`src/design/psmaa_pkg.sv`:
```
// Shared types, sizes and codes for the per-sensor moving average alarm.
package psmaa_pkg;

  localparam int SENSORS = 16;
  localparam int WINDOW  = 5;

  localparam int TEMP_W  = 16;
  localparam int ID_W    = 16;
  localparam int PADDR_W = 3;
  localparam int PDATA_W = 32;

  localparam int IDX_W  = (SENSORS > 1) ? $clog2(SENSORS) : 1;
  localparam int CNT_W  = $clog2(SENSORS + 1);
  localparam int SLOT_W = (WINDOW > 1) ? $clog2(WINDOW) : 1;
  localparam int FILL_W = $clog2(WINDOW + 1);
  localparam int ADDR_W = (SENSORS * WINDOW > 1) ? $clog2(SENSORS * WINDOW) : 1;

  // sum and reciprocal division by WINDOW
  localparam int LOG_W   = $clog2(WINDOW);
  localparam int MAG_W   = TEMP_W + LOG_W;
  localparam int SUM_W   = MAG_W + 1;
  localparam int RSHIFT  = MAG_W + LOG_W;
  localparam int RECIP_W = MAG_W + 1;
  localparam int PROD_W  = MAG_W + RECIP_W;
  localparam longint RECIP = ((64'sd1 <<< RSHIFT) + WINDOW - 1) / WINDOW;

  localparam int QDEPTH = 2;
  localparam int QPTR_W = 1;
  localparam int QCNT_W = 2;

  localparam logic REQ_REGISTER = 1'b0;
  localparam logic REQ_READING  = 1'b1;

  localparam logic REG_MAX_TEMP = 1'b0;
  localparam logic REG_MIN_TEMP = 1'b1;

  localparam logic signed [TEMP_W-1:0] MAX_TEMP_RST = 16'sd3200;
  localparam logic signed [TEMP_W-1:0] MIN_TEMP_RST = 16'sd1280;

  typedef enum logic [2:0] {
    ST_REGISTERED = 3'd0,
    ST_FULL       = 3'd1,
    ST_UNKNOWN    = 3'd2,
    ST_FILLING    = 3'd3,
    ST_VALID      = 3'd4
  } status_t;

  typedef enum logic [1:0] {
    F_IDLE,
    F_SEARCH,
    F_PUSH
  } front_state_t;

  typedef enum logic [2:0] {
    B_IDLE,
    B_WRITE,
    B_SUM,
    B_TAIL,
    B_MUL,
    B_EMIT
  } back_state_t;

  typedef struct packed {
    logic                     req_type;
    logic [ID_W-1:0]          sensor_id;
    logic signed [TEMP_W-1:0] sample;
  } req_t;

  typedef struct packed {
    status_t                  status;
    logic [ID_W-1:0]          echo_id;
    logic signed [TEMP_W-1:0] average;
    logic                     too_hot;
    logic                     too_cold;
  } result_t;

  typedef struct packed {
    logic                     update;
    status_t                  status;
    logic [ID_W-1:0]          id;
    logic signed [TEMP_W-1:0] sample;
    logic [IDX_W-1:0]         idx;
  } cmd_t;

endpackage

```
`src/design/psmaa_front.sv`:
```
// Front end: accepts requests, registers ids and searches the id table.
module psmaa_front (
  input  logic              clk,
  input  logic              rst,
  input  logic              start,
  input  psmaa_pkg::req_t   req,
  output logic              busy,
  output logic              push,
  output psmaa_pkg::cmd_t   cmd,
  input  logic              q_full
);
  import psmaa_pkg::*;

  front_state_t     state, state_next;
  req_t             item;
  logic [IDX_W-1:0] idx;
  logic [CNT_W-1:0] table_count;
  logic [ID_W-1:0]  id_table [SENSORS];
  logic             hit;
  logic             last;

  assign hit  = (id_table[idx] == item.sensor_id);
  assign last = ((CNT_W'(idx) + CNT_W'(1)) == table_count);

  always_comb begin
    state_next = state;
    case (state)
      F_IDLE: begin
        if (start) begin
          if (req.req_type == REQ_REGISTER || table_count == '0) begin
            state_next = F_PUSH;
          end else begin
            state_next = F_SEARCH;
          end
        end
      end
      F_SEARCH: begin
        if (hit || last) begin
          state_next = F_PUSH;
        end
      end
      F_PUSH: begin
        if (!q_full) begin
          state_next = F_IDLE;
        end
      end
      default: state_next = F_IDLE;
    endcase
  end

  always_comb begin
    busy = 1'b1;
    push = 1'b0;
    case (state)
      F_IDLE:   busy = 1'b0;
      F_SEARCH: busy = 1'b1;
      F_PUSH:   push = !q_full;
      default:  busy = 1'b1;
    endcase
  end

  always_ff @(posedge clk) begin
    if (rst) begin
      state       <= F_IDLE;
      table_count <= '0;
    end else begin
      state <= state_next;
      if (state == F_IDLE && start && req.req_type == REQ_REGISTER &&
          table_count < CNT_W'(SENSORS)) begin
        table_count <= table_count + CNT_W'(1);
      end
    end
  end

  always_ff @(posedge clk) begin
    case (state)
      F_IDLE: begin
        if (start) begin
          item       <= req;
          idx        <= '0;
          cmd.id     <= req.sensor_id;
          cmd.sample <= req.sample;
          cmd.idx    <= '0;
          cmd.update <= 1'b0;
          if (req.req_type == REQ_REGISTER) begin
            if (table_count < CNT_W'(SENSORS)) begin
              id_table[table_count[IDX_W-1:0]] <= req.sensor_id;
              cmd.status <= ST_REGISTERED;
            end else begin
              cmd.status <= ST_FULL;
            end
          end else begin
            cmd.status <= ST_UNKNOWN;
          end
        end
      end
      F_SEARCH: begin
        if (hit) begin
          cmd.update <= 1'b1;
          cmd.idx    <= idx;
        end else begin
          idx <= idx + IDX_W'(1);
        end
      end
      default: begin
      end
    endcase
  end

endmodule

```
`src/design/psmaa_queue.sv`:
```
// Two-entry command queue between the front end and the back end.
module psmaa_queue (
  input  logic            clk,
  input  logic            rst,
  input  logic            push,
  input  psmaa_pkg::cmd_t wr_cmd,
  input  logic            pop,
  output psmaa_pkg::cmd_t head,
  output logic            full,
  output logic            empty
);
  import psmaa_pkg::*;

  cmd_t              entries [QDEPTH];
  logic [QPTR_W-1:0] wr_ptr;
  logic [QPTR_W-1:0] rd_ptr;
  logic [QCNT_W-1:0] count;

  assign full  = (count == QCNT_W'(QDEPTH));
  assign empty = (count == '0);
  assign head  = entries[rd_ptr];

  always_ff @(posedge clk) begin
    if (rst) begin
      wr_ptr <= '0;
      rd_ptr <= '0;
      count  <= '0;
    end else begin
      if (push) begin
        wr_ptr <= wr_ptr + QPTR_W'(1);
      end
      if (pop) begin
        rd_ptr <= rd_ptr + QPTR_W'(1);
      end
      if (push && !pop) begin
        count <= count + QCNT_W'(1);
      end else if (pop && !push) begin
        count <= count - QCNT_W'(1);
      end
    end
  end

  always_ff @(posedge clk) begin
    if (push) begin
      entries[wr_ptr] <= wr_cmd;
    end
  end

endmodule

```
`src/design/psmaa_back.sv`:
```
// Back end: window update, window sum, mean and threshold flags.
module psmaa_back (
  input  logic                                clk,
  input  logic                                rst,
  input  psmaa_pkg::cmd_t                     head,
  input  logic                                q_empty,
  output logic                                pop,
  input  logic signed [psmaa_pkg::TEMP_W-1:0] max_temp,
  input  logic signed [psmaa_pkg::TEMP_W-1:0] min_temp,
  output logic                                done,
  output psmaa_pkg::result_t                  result
);
  import psmaa_pkg::*;

  localparam int POS_W = FILL_W + 1;
  localparam logic signed [SUM_W-1:0] WIN_S  = SUM_W'(WINDOW);
  localparam logic [RECIP_W-1:0]      RECIP_V = RECIP_W'(RECIP);

  back_state_t bstate, bstate_next;
  cmd_t        cur;
  status_t     res_status;

  logic [FILL_W-1:0] fill_count  [SENSORS];
  logic [SLOT_W-1:0] oldest_slot [SENSORS];
  logic signed [TEMP_W-1:0] win_mem [SENSORS * WINDOW];

  logic [FILL_W-1:0] fill;
  logic [SLOT_W-1:0] old;
  logic              full_now;
  logic [POS_W-1:0]  pos;
  logic [SLOT_W-1:0] slot;
  logic [SLOT_W-1:0] old_inc;
  logic [FILL_W-1:0] new_fill;
  logic              filled;
  logic [ADDR_W-1:0] base;
  logic [ADDR_W-1:0] wr_addr;
  logic [ADDR_W-1:0] rd_addr;

  logic [SLOT_W-1:0]        j;
  logic                     rd_pend;
  logic signed [TEMP_W-1:0] rd_data;
  logic signed [SUM_W-1:0]  sum;
  logic [MAG_W-1:0]         mag;
  logic [PROD_W-1:0]        prod;
  logic                     neg;
  logic                     hot;
  logic                     cold;
  logic signed [SUM_W-1:0]  hot_lim;
  logic signed [SUM_W-1:0]  cold_lim;
  logic [PROD_W-RSHIFT-1:0] quot;
  logic [TEMP_W-1:0]        avg;

  assign fill     = fill_count[cur.idx];
  assign old      = oldest_slot[cur.idx];
  assign full_now = (fill >= FILL_W'(WINDOW));

  always_comb begin
    pos = POS_W'(old) + POS_W'(fill);
    if (pos >= POS_W'(WINDOW)) begin
      pos = pos - POS_W'(WINDOW);
    end
    slot = full_now ? old : SLOT_W'(pos);
    if (POS_W'(old) + POS_W'(1) == POS_W'(WINDOW)) begin
      old_inc = '0;
    end else begin
      old_inc = old + SLOT_W'(1);
    end
  end

  assign new_fill = full_now ? fill : fill + FILL_W'(1);
  assign filled   = (new_fill >= FILL_W'(WINDOW));
  assign base     = ADDR_W'(ADDR_W'(cur.idx) * ADDR_W'(WINDOW));
  assign wr_addr  = base + ADDR_W'(slot);
  assign rd_addr  = base + ADDR_W'(j);

  assign mag      = (sum < 0) ? MAG_W'(-sum) : MAG_W'(sum);
  assign hot_lim  = $signed({{(SUM_W-TEMP_W){max_temp[TEMP_W-1]}}, max_temp}) * WIN_S;
  assign cold_lim = $signed({{(SUM_W-TEMP_W){min_temp[TEMP_W-1]}}, min_temp}) * WIN_S;
  assign quot     = prod[PROD_W-1:RSHIFT];
  assign avg      = neg ? TEMP_W'(-quot) : TEMP_W'(quot);

  always_comb begin
    bstate_next = bstate;
    case (bstate)
      B_IDLE: begin
        if (!q_empty) begin
          bstate_next = head.update ? B_WRITE : B_EMIT;
        end
      end
      B_WRITE: bstate_next = filled ? B_SUM : B_EMIT;
      B_SUM: begin
        if (j == SLOT_W'(WINDOW - 1)) begin
          bstate_next = B_TAIL;
        end
      end
      B_TAIL:  bstate_next = B_MUL;
      B_MUL:   bstate_next = B_EMIT;
      B_EMIT:  bstate_next = B_IDLE;
      default: bstate_next = B_IDLE;
    endcase
  end

  always_comb begin
    pop  = 1'b0;
    done = 1'b0;
    case (bstate)
      B_IDLE:  pop  = !q_empty;
      B_EMIT:  done = 1'b1;
      default: done = 1'b0;
    endcase
  end

  always_comb begin
    result.status   = res_status;
    result.echo_id  = cur.id;
    result.average  = '0;
    result.too_hot  = 1'b0;
    result.too_cold = 1'b0;
    if (res_status == ST_VALID) begin
      result.average  = avg;
      result.too_hot  = hot;
      result.too_cold = cold;
    end
  end

  always_ff @(posedge clk) begin
    if (rst) begin
      bstate  <= B_IDLE;
      rd_pend <= 1'b0;
      for (int i = 0; i < SENSORS; i++) begin
        fill_count[i]  <= '0;
        oldest_slot[i] <= '0;
      end
    end else begin
      bstate  <= bstate_next;
      rd_pend <= (bstate == B_SUM);
      if (bstate == B_WRITE) begin
        fill_count[cur.idx] <= new_fill;
        if (full_now) begin
          oldest_slot[cur.idx] <= old_inc;
        end
      end
    end
  end

  always_ff @(posedge clk) begin
    if (bstate == B_WRITE) begin
      win_mem[wr_addr] <= cur.sample;
    end
    if (bstate == B_SUM) begin
      rd_data <= win_mem[rd_addr];
    end
  end

  always_ff @(posedge clk) begin
    case (bstate)
      B_IDLE: begin
        if (!q_empty) begin
          cur        <= head;
          res_status <= head.status;
        end
      end
      B_WRITE: begin
        res_status <= filled ? ST_VALID : ST_FILLING;
        sum        <= '0;
        j          <= '0;
      end
      B_SUM: begin
        j <= j + SLOT_W'(1);
      end
      B_MUL: begin
        prod <= PROD_W'(mag) * PROD_W'(RECIP_V);
        neg  <= (sum < 0);
        hot  <= (sum > hot_lim);
        cold <= (sum < cold_lim);
      end
      default: begin
      end
    endcase
    if (rd_pend) begin
      sum <= sum + $signed({{(SUM_W-TEMP_W){rd_data[TEMP_W-1]}}, rd_data});
    end
  end

endmodule

```
`src/design/per_sensor_moving_average_alarm.sv`:
```
// Top level: configuration registers, front end, command queue and back end.
// Registration skips the id search; an unknown id is searched across every entry.
// Known-id reading: search until the id matches, queue, then back-end write, sum
// (one sample read per cycle), tail, multiply, emit; write, emit while filling.
// busy drops after the push, which waits while the queue is full; no result stall.
// Synchronous reset clears the id count, fill counts and config registers.
module per_sensor_moving_average_alarm (
  input  logic                                 clk,
  input  logic                                 rst,
  input  logic                                 start,
  input  psmaa_pkg::req_t                      req,
  output logic                                 busy,
  output logic                                 done,
  output psmaa_pkg::result_t                   result,
  input  logic                                 psel,
  input  logic                                 penable,
  input  logic                                 pwrite,
  input  logic [psmaa_pkg::PADDR_W-1:0]        paddr,
  input  logic [psmaa_pkg::PDATA_W-1:0]        pwdata,
  output logic [psmaa_pkg::PDATA_W-1:0]        prdata,
  output logic                                 pready
);
  import psmaa_pkg::*;

  logic signed [TEMP_W-1:0] max_temp;
  logic signed [TEMP_W-1:0] min_temp;
  logic                     cfg_wr;

  logic push;
  logic pop;
  logic q_full;
  logic q_empty;
  cmd_t front_cmd;
  cmd_t head;

  assign pready = 1'b1;
  assign cfg_wr = psel && penable && pwrite && pready;

  always_ff @(posedge clk) begin
    if (rst) begin
      max_temp <= MAX_TEMP_RST;
      min_temp <= MIN_TEMP_RST;
    end else if (cfg_wr) begin
      if (paddr[2] == REG_MAX_TEMP) begin
        max_temp <= pwdata[TEMP_W-1:0];
      end else begin
        min_temp <= pwdata[TEMP_W-1:0];
      end
    end
  end

  always_comb begin
    if (paddr[2] == REG_MAX_TEMP) begin
      prdata = {{(PDATA_W-TEMP_W){max_temp[TEMP_W-1]}}, max_temp};
    end else begin
      prdata = {{(PDATA_W-TEMP_W){min_temp[TEMP_W-1]}}, min_temp};
    end
  end

  psmaa_front u_front (
    .clk    (clk),
    .rst    (rst),
    .start  (start),
    .req    (req),
    .busy   (busy),
    .push   (push),
    .cmd    (front_cmd),
    .q_full (q_full)
  );

  psmaa_queue u_queue (
    .clk    (clk),
    .rst    (rst),
    .push   (push),
    .wr_cmd (front_cmd),
    .pop    (pop),
    .head   (head),
    .full   (q_full),
    .empty  (q_empty)
  );

  psmaa_back u_back (
    .clk      (clk),
    .rst      (rst),
    .head     (head),
    .q_empty  (q_empty),
    .pop      (pop),
    .max_temp (max_temp),
    .min_temp (min_temp),
    .done     (done),
    .result   (result)
  );

endmodule

```
`config.mk`:
```
export PLATFORM = sky130hd
export DESIGN_NAME = per_sensor_moving_average_alarm
export DESIGN_NICKNAME = d
export VERILOG_FILES = /design/src/design/psmaa_pkg.sv /design/src/design/psmaa_front.sv /design/src/design/psmaa_queue.sv /design/src/design/psmaa_back.sv /design/src/design/per_sensor_moving_average_alarm.sv
export SDC_FILE = /design/constraint.sdc
export NUM_CORES = 2
export LEC_CHECK = 0
export ABC_CLOCK_PERIOD_IN_PS = 9000
export BUFFER_PORTS_ARGS = -buffer_cell sky130_fd_sc_hd__buf_2
export CORE_MARGIN = 2
export CORE_UTILIZATION = 63
export DETAILED_ROUTE_END_ITERATION = 7
export HOLD_SLACK_MARGIN = 0.15
export MAX_ROUTING_LAYER = met4
export PLACE_DENSITY = 0.8
export SETUP_SLACK_MARGIN = 0.02
export SLEW_MARGIN = 30
export SYNTH_ARGS = -nofsm -noshare
export SYNTH_HDL_FRONTEND = slang
export SYNTH_HIERARCHICAL = 1
export SYNTH_SLANG_ARGS = --single-unit
```
`constraint.sdc`:
```
create_clock -name clk -period 9 [get_ports clk]
set_input_delay 1.8 -clock clk [delete_from_list [all_inputs] [get_ports clk]]
set_output_delay 1.8 -clock clk [all_outputs]
set_load 0.005 [all_outputs]
```
==> Word-level counts from Yosys, hierarchy flattened <==
Memories as Yosys holds them, arrays and structs flattened. A register that Yosys moved wholly into a read port is not among the register bits.
Cells that the tools add are included.
{ "op_classes": {"add_sub_neg": 18, "mul": 4, "order_cmp": 7, "n_eq_ne": 20, "mux": 68, "bitwise": 3, "reduce_logical": 33} }
{ "op_table": {"columns": ["cell", "n"], "rows": [
  ["$mul 16x4->20 const B", 2],
  ["$mux 20", 2],
  ["$mux 40", 1],
  ["$mul 19x20->38 const B", 1],
  ["$mux 3", 12],
  ["$mux 32", 1],
  ["$mux 4", 8],
  ["$mux 1", 27],
  ["$add 20x16->20", 1],
  ["$gt 20x20->1", 1],
  ["$lt 20x1->1 const B", 1],
  ["$lt 20x20->1", 1],
  ["$mux 19", 1],
  ["$neg 19->19", 1],
  ["$mux 18", 1],
  ["$eq 16x16->1", 1],
  ["$mux 16", 1],
  ["$neg 16->16", 1],
  ["$pmux 4 s2", 2],
  ["$pmux 3 s5", 1],
  ["$add 7x3->7", 2],
  ["$mux 2", 7],
  ["$eq 3x3->1 const B", 4],
  ["$pmux 3 s2", 2],
  ["other kinds (35)", 71]
]} }
{ "word_totals": {"register_bits": 194, "mem_bits_rw": 1712, "in_bits": 74, "elab_cells": 183, "mem_count": 5} }
{ "memory_table": {"columns": ["name", "depth", "word_bits", "read_ports", "rd_clocked_by_memory_dff", "write_ports", "line_no", "rtl"], "rows": [
  ["u_back.win_mem", 80, 16, 1, 1, 1, "psmaa_back.sv:25", "logic signed [TEMP_W-1:0] win_mem [SENSORS * WINDOW];"],
  ["u_front.id_table", 16, 16, 1, 1, 1, "psmaa_front.sv:18", "logic [ID_W-1:0] id_table [SENSORS];"],
  ["u_queue.entries", 2, 40, 1, 1, 1, "psmaa_queue.sv:14", "cmd_t entries [QDEPTH];"],
  ["u_back.fill_count", 16, 3, 1, 1, 16, "psmaa_back.sv:23", "logic [FILL_W-1:0] fill_count [SENSORS];"],
  ["u_back.oldest_slot", 16, 3, 1, 1, 16, "psmaa_back.sv:24", "logic [SLOT_W-1:0] oldest_slot [SENSORS];"]
]} }

==> Depth between registers and ports, before layout <==
{ "logic_depth": {"word_depth": 7, "ltp_mapped": 28} }

==> Cells and area by module <==
Netlist, hierarchy kept.
{ "by_module_without_submodules": {"columns": ["module", "n_inst", "cells_each", "area_per_inst_um2"], "rows": [
  ["psmaa_back", 1, 3903, 67445.9],
  ["psmaa_front", 1, 638, 12234.2],
  ["psmaa_queue", 1, 146, 3080.5],
  ["per_sensor_moving_average_alarm", 1, 162, 1676.6]
]} }

==> Worst setup path after synthesis <==
No wires, ideal clock.
{ "synth_timing": {"kind": "flip-flop to flip-flop", "from": "reg u_back.sum[0]", "to": "reg u_back.prod[29] (data pin)", "setup_ps": 195, "arrival_ps": 6848, "required_time_ps": 8805, "path_slack_ps": 1957, "stages_incl_launch_ff": 29, "path_buffers": 0, "synth_period_minus_slack_ps": 7043, "cell_sequence": "edfxtp_1 > inv_1 > ha_1 > nand2_1 > or3_1 > o21ai_0 > nand2b_1 > o31ai_1 > xor2_1 > inv_1 > ha_1 > fa_1 > inv_1 > fa_1 > fa_1 > inv_1 > fa_1 > inv_1 > fa_1 > inv_1 > ha_1 > a21o_1 > a21o_1 > a21oi_1 > nand4b_1 > a31oi_1 > o21ai_0 > or4b_1 > o311ai_0"} }
{ "synth_via": {"elab_chain_len": 3} }
{ "synth_rtl": {"columns": ["item", "line_no", "rtl"], "rows": [
  ["start: declaration", "psmaa_back.sv:42", "logic signed [SUM_W-1:0] sum;"],
  ["start signal: assignment", "psmaa_back.sv:181", "sum <= sum + $signed({{(SUM_W-TEMP_W){rd_data[TEMP_W-1]}}, rd_data});"],
  ["$neg 19->19 / $lt 20x1->1 (equally long branches)", "psmaa_back.sv:76", "assign mag = (sum < 0) ? MAG_W'(-sum) : MAG_W'(sum);"],
  ["$mux 19 *", "psmaa_back.sv:76", null],
  ["$mul 19x20->38 *", "psmaa_back.sv:172", "prod <= PROD_W'(mag) * PROD_W'(RECIP_V);"],
  ["end signal: assignment", "psmaa_back.sv:172", null],
  ["end: declaration", "psmaa_back.sv:44", "logic [PROD_W-1:0] prod;"]
]} }
Mark *: on every way between the ends. The rest lies on a longest branch, timed or not.
A chain may end at the register's enable or synchronous reset.

==> Worst setup path after layout <==
Ends and elaborated chain as after synthesis.

==> out/metrics.csv <==
metric,value,unit
run status,"finished, final reports clean",
Routed Antenna Nets,0,
R2R depth,28,
CTS sink count,1908,
mapped cell area,0.0844,mm²
final hold violations,0,
most area-hungry cell type in the Yosys netlist,edfxtp_1,
wire per inst,26.7,µm
Hold Buf Count CTS,0,
DRC,0,
Worst Path Required,9.62,ns
number of global-route vias before repair,45500,
Worst-path clk slew,0.06,ns
share of cells above drive strength 1,20.7,%
Mapped Nets,5306,
clock buffer depth,3,
top-count cell post-synth,edfxtp_1,
placed instance area,0.0876,mm²
final-stage net count,5544,
Final min period,7.86,ns
"Seq/Total Area, Yosys",67.2,%
Starting Density,63.3,%
hold path depth,0,
die height,370,µm
CTS tree,yes,
final instance area,0.0938,mm²
Synth Warn #,6,
Worst R2R Start,u_back/sum[0],
worst-margin pin slew,1.06,ns
startpoint types,flop,
Hold EP,u_queue/entries[0][36],
Port-buffer cells,126,
commonest cells in the netlist,"edfxtp_1, mux4_2, nor2_1",
CTS H-Tree Depth,4,
Die W,370,µm
syn avg cell area,17.4,µm²
post-CTS resize count,0,
Setup-failing EPs final,0,
Synth area leaders,"edfxtp_1, mux4_2, ha_1",
RD Place Congestion,0.960,
fin. max-slew vios,0,
DPL Wire Length,111000,µm
f_max,0.127,GHz
RR Endpoint,u_back/prod[29],
Crit Path Max Fanout,6,
synthesized flop and latch total,1908,
slowest CP cell,fa_1,
grt total ovfl,0,
relative slew slack,28.5,%
unrepaired setup endpoints after global routing,false,
number of core rows,134,
r2r setup slk,1.14,ns
Post-synth EDFFs,1852,
first-pass GRT wire length,281000,µm
post-CTS repair timing setup buffer count,0,
Post-Synthesis Cells,4849,
share of the synthesized area in the top cell type,65.9,%
via count,45300,
Final TNS setup,0,ns
die area,0.137,mm²
"Data arrival, critical path",8.48,ns
"most used cell, CP",inv_1,
largest net degree at the start of global routing,123,
Hold Path Class,flop to flop,
via/cell ratio,6.46,
num ports,146,
TritonCTS Buffers,183,
initial antenna violation count,4,
synthesis-to-layout area growth,11.1,%
fin crit share,87.3,%
root buffer cell,clkbuf_16,
Worst setup EP type,flop,
final core occ,70.4,%
Clock Latency Late Sink,0.84,ns
critical path class,flop to flop,
Max stage delay on crit path,0.49,ns
fraction of registers with async set/reset,0,%
final wirelength,187000,µm
Total Routing Usage GR,28.5,%
number of max-cap violations,0,
Synth Flop Type,edfxtp_1,
core footprint,0.133,mm²
iteration-0 DRC count of the detailed router,5496,
router iterations before antenna repair,6,
hold path start,u_front/cmd[36],
Worst Skew,0.0374,ns
Cell variety after synth,86,
[sequential cells by signal (all words and copies together) (netlist names), 20 cells and up, named ones only]
register            count
u_back/win_mem       1280
u_front/id_table      256
u_queue/entries        80
u_back/fill_count      48
u_back/oldest_slot     48
u_front/cmd            23
u_back/cur             20
u_back/sum             20
[metal layers]
layer	up-vias	global-route usage, %	share of wire (%)
met5	-	-	0
met2	2321	45.2	50
met3	384	4.99	8.4
met1	23200	37.8	38
met4	0	10.2	3.6
li1	19400	-	-
[how the worst max path moves through the flow]
stage | startpoint | end | slack [ns] | cells past startpoint
after floorplan | u_back/sum[0] | u_back/prod[29] | 1.96 | 28
after global placement | u_back/sum[0] | u_back/prod[29] | 1.25 | 28
after detailed placement | u_back/sum[0] | u_back/prod[29] | 1.14 | 28
after CTS | u_back/sum[0] | u_back/prod[29] | 1.11 | 28
after global routing | u_back/sum[0] | u_back/prod[29] | 0.66 | 28
final | u_back/sum[0] | u_back/prod[29] | 1.14 | 28
[cell usage in the layout (no fill, tap or decap), drive strengths merged, types with 17 or more instances in the layout]
| cell | synthesis | routed |
|---|---|---|
| a211oi | 110 | 110 |
| a21o | 28 | 28 |
| a21oi | 124 | 124 |
| a22oi | 32 | 32 |
| buf | 134 | 286 |
| bufinv | 0 | 19 |
| clkbuf | 99 | 218 |
| clkinv | 2 | 86 |
| dfxtp | 56 | 56 |
| edfxtp | 1852 | 1852 |
| fa | 106 | 106 |
| ha | 277 | 277 |
| inv | 254 | 264 |
| mux2 | 76 | 76 |
| mux2i | 181 | 181 |
| mux4 | 396 | 396 |
| nand2 | 100 | 100 |
| nand2b | 75 | 75 |
| nand3 | 32 | 32 |
| nand4 | 21 | 21 |
| nor2 | 310 | 310 |
| nor2b | 93 | 93 |
| nor3 | 62 | 62 |
| o211ai | 21 | 21 |
| o21ai | 78 | 78 |
| o21bai | 24 | 24 |
| o31ai | 17 | 17 |
| xnor2 | 80 | 80 |
| xor2 | 66 | 66 |
[logic make-up (layout without fill, tap and decap cells)]
group                    after synthesis  count (layout)  synth area share (%)
AO/OA/AOI/OAI                        495             495                  3.87
XOR/XNOR                             146             146                  1.52
other                                  2               5               0.00889
multiplexers                         653             653                  13.7
buffers and inverters                489             880                  2.52
adder cells (fa/ha/maj)              383             383                  6.62
flip-flops                          1908            1908                  67.2
AND/OR/NAND/NOR                      773             773                  4.53
[layout make-up]
| class | count | area [µm²] |
|---|---|---|
| Inverter | 256 | 961 |
| Timing Repair Buffer | 286 | 1960 |
| Clock inverter | 120 | 1410 |
| Fill cell | 7962 | 39500 |
| Antenna cell | 3 | 7.51 |
| Tap cell | 1768 | 2210 |
| Clock buffer | 218 | 4730 |
| Multi-Input combinational cell | 2452 | 25700 |
| Sequential cell | 1908 | 56700 |
[per-stage QoR]
| step | setup WS (ns) | instances | hold WS, ns |
|---|---|---|---|
| final | 1.14 | 7011 | 0.447 |
| after global placement | 1.25 | 6666 | 0.422 |
| after global routing | 0.660 | 7011 | 0.453 |
| after detailed placement | 1.14 | 6669 | 0.433 |
| after floorplan | 1.96 | 4849 | 0.421 |
| after CTS | 1.11 | 7007 | 0.440 |
[critical path: cells and delay by family, from the launching register on]
kind / cells / cell delay, ns
adders and majority gates: 8 / 3.18
buffers and inverters: 6 / 0.67
AOI/OAI and AO/OA: 8 / 1.93
xor gates and xnor gates: 1 / 0.25
and+or+nand+nor: 5 / 1.25
DFF: 1 / 0.38
Power is left out: the tool's default activity adds up to more than one toggle a clock period on the data nets, which glitch-free logic cannot reach.
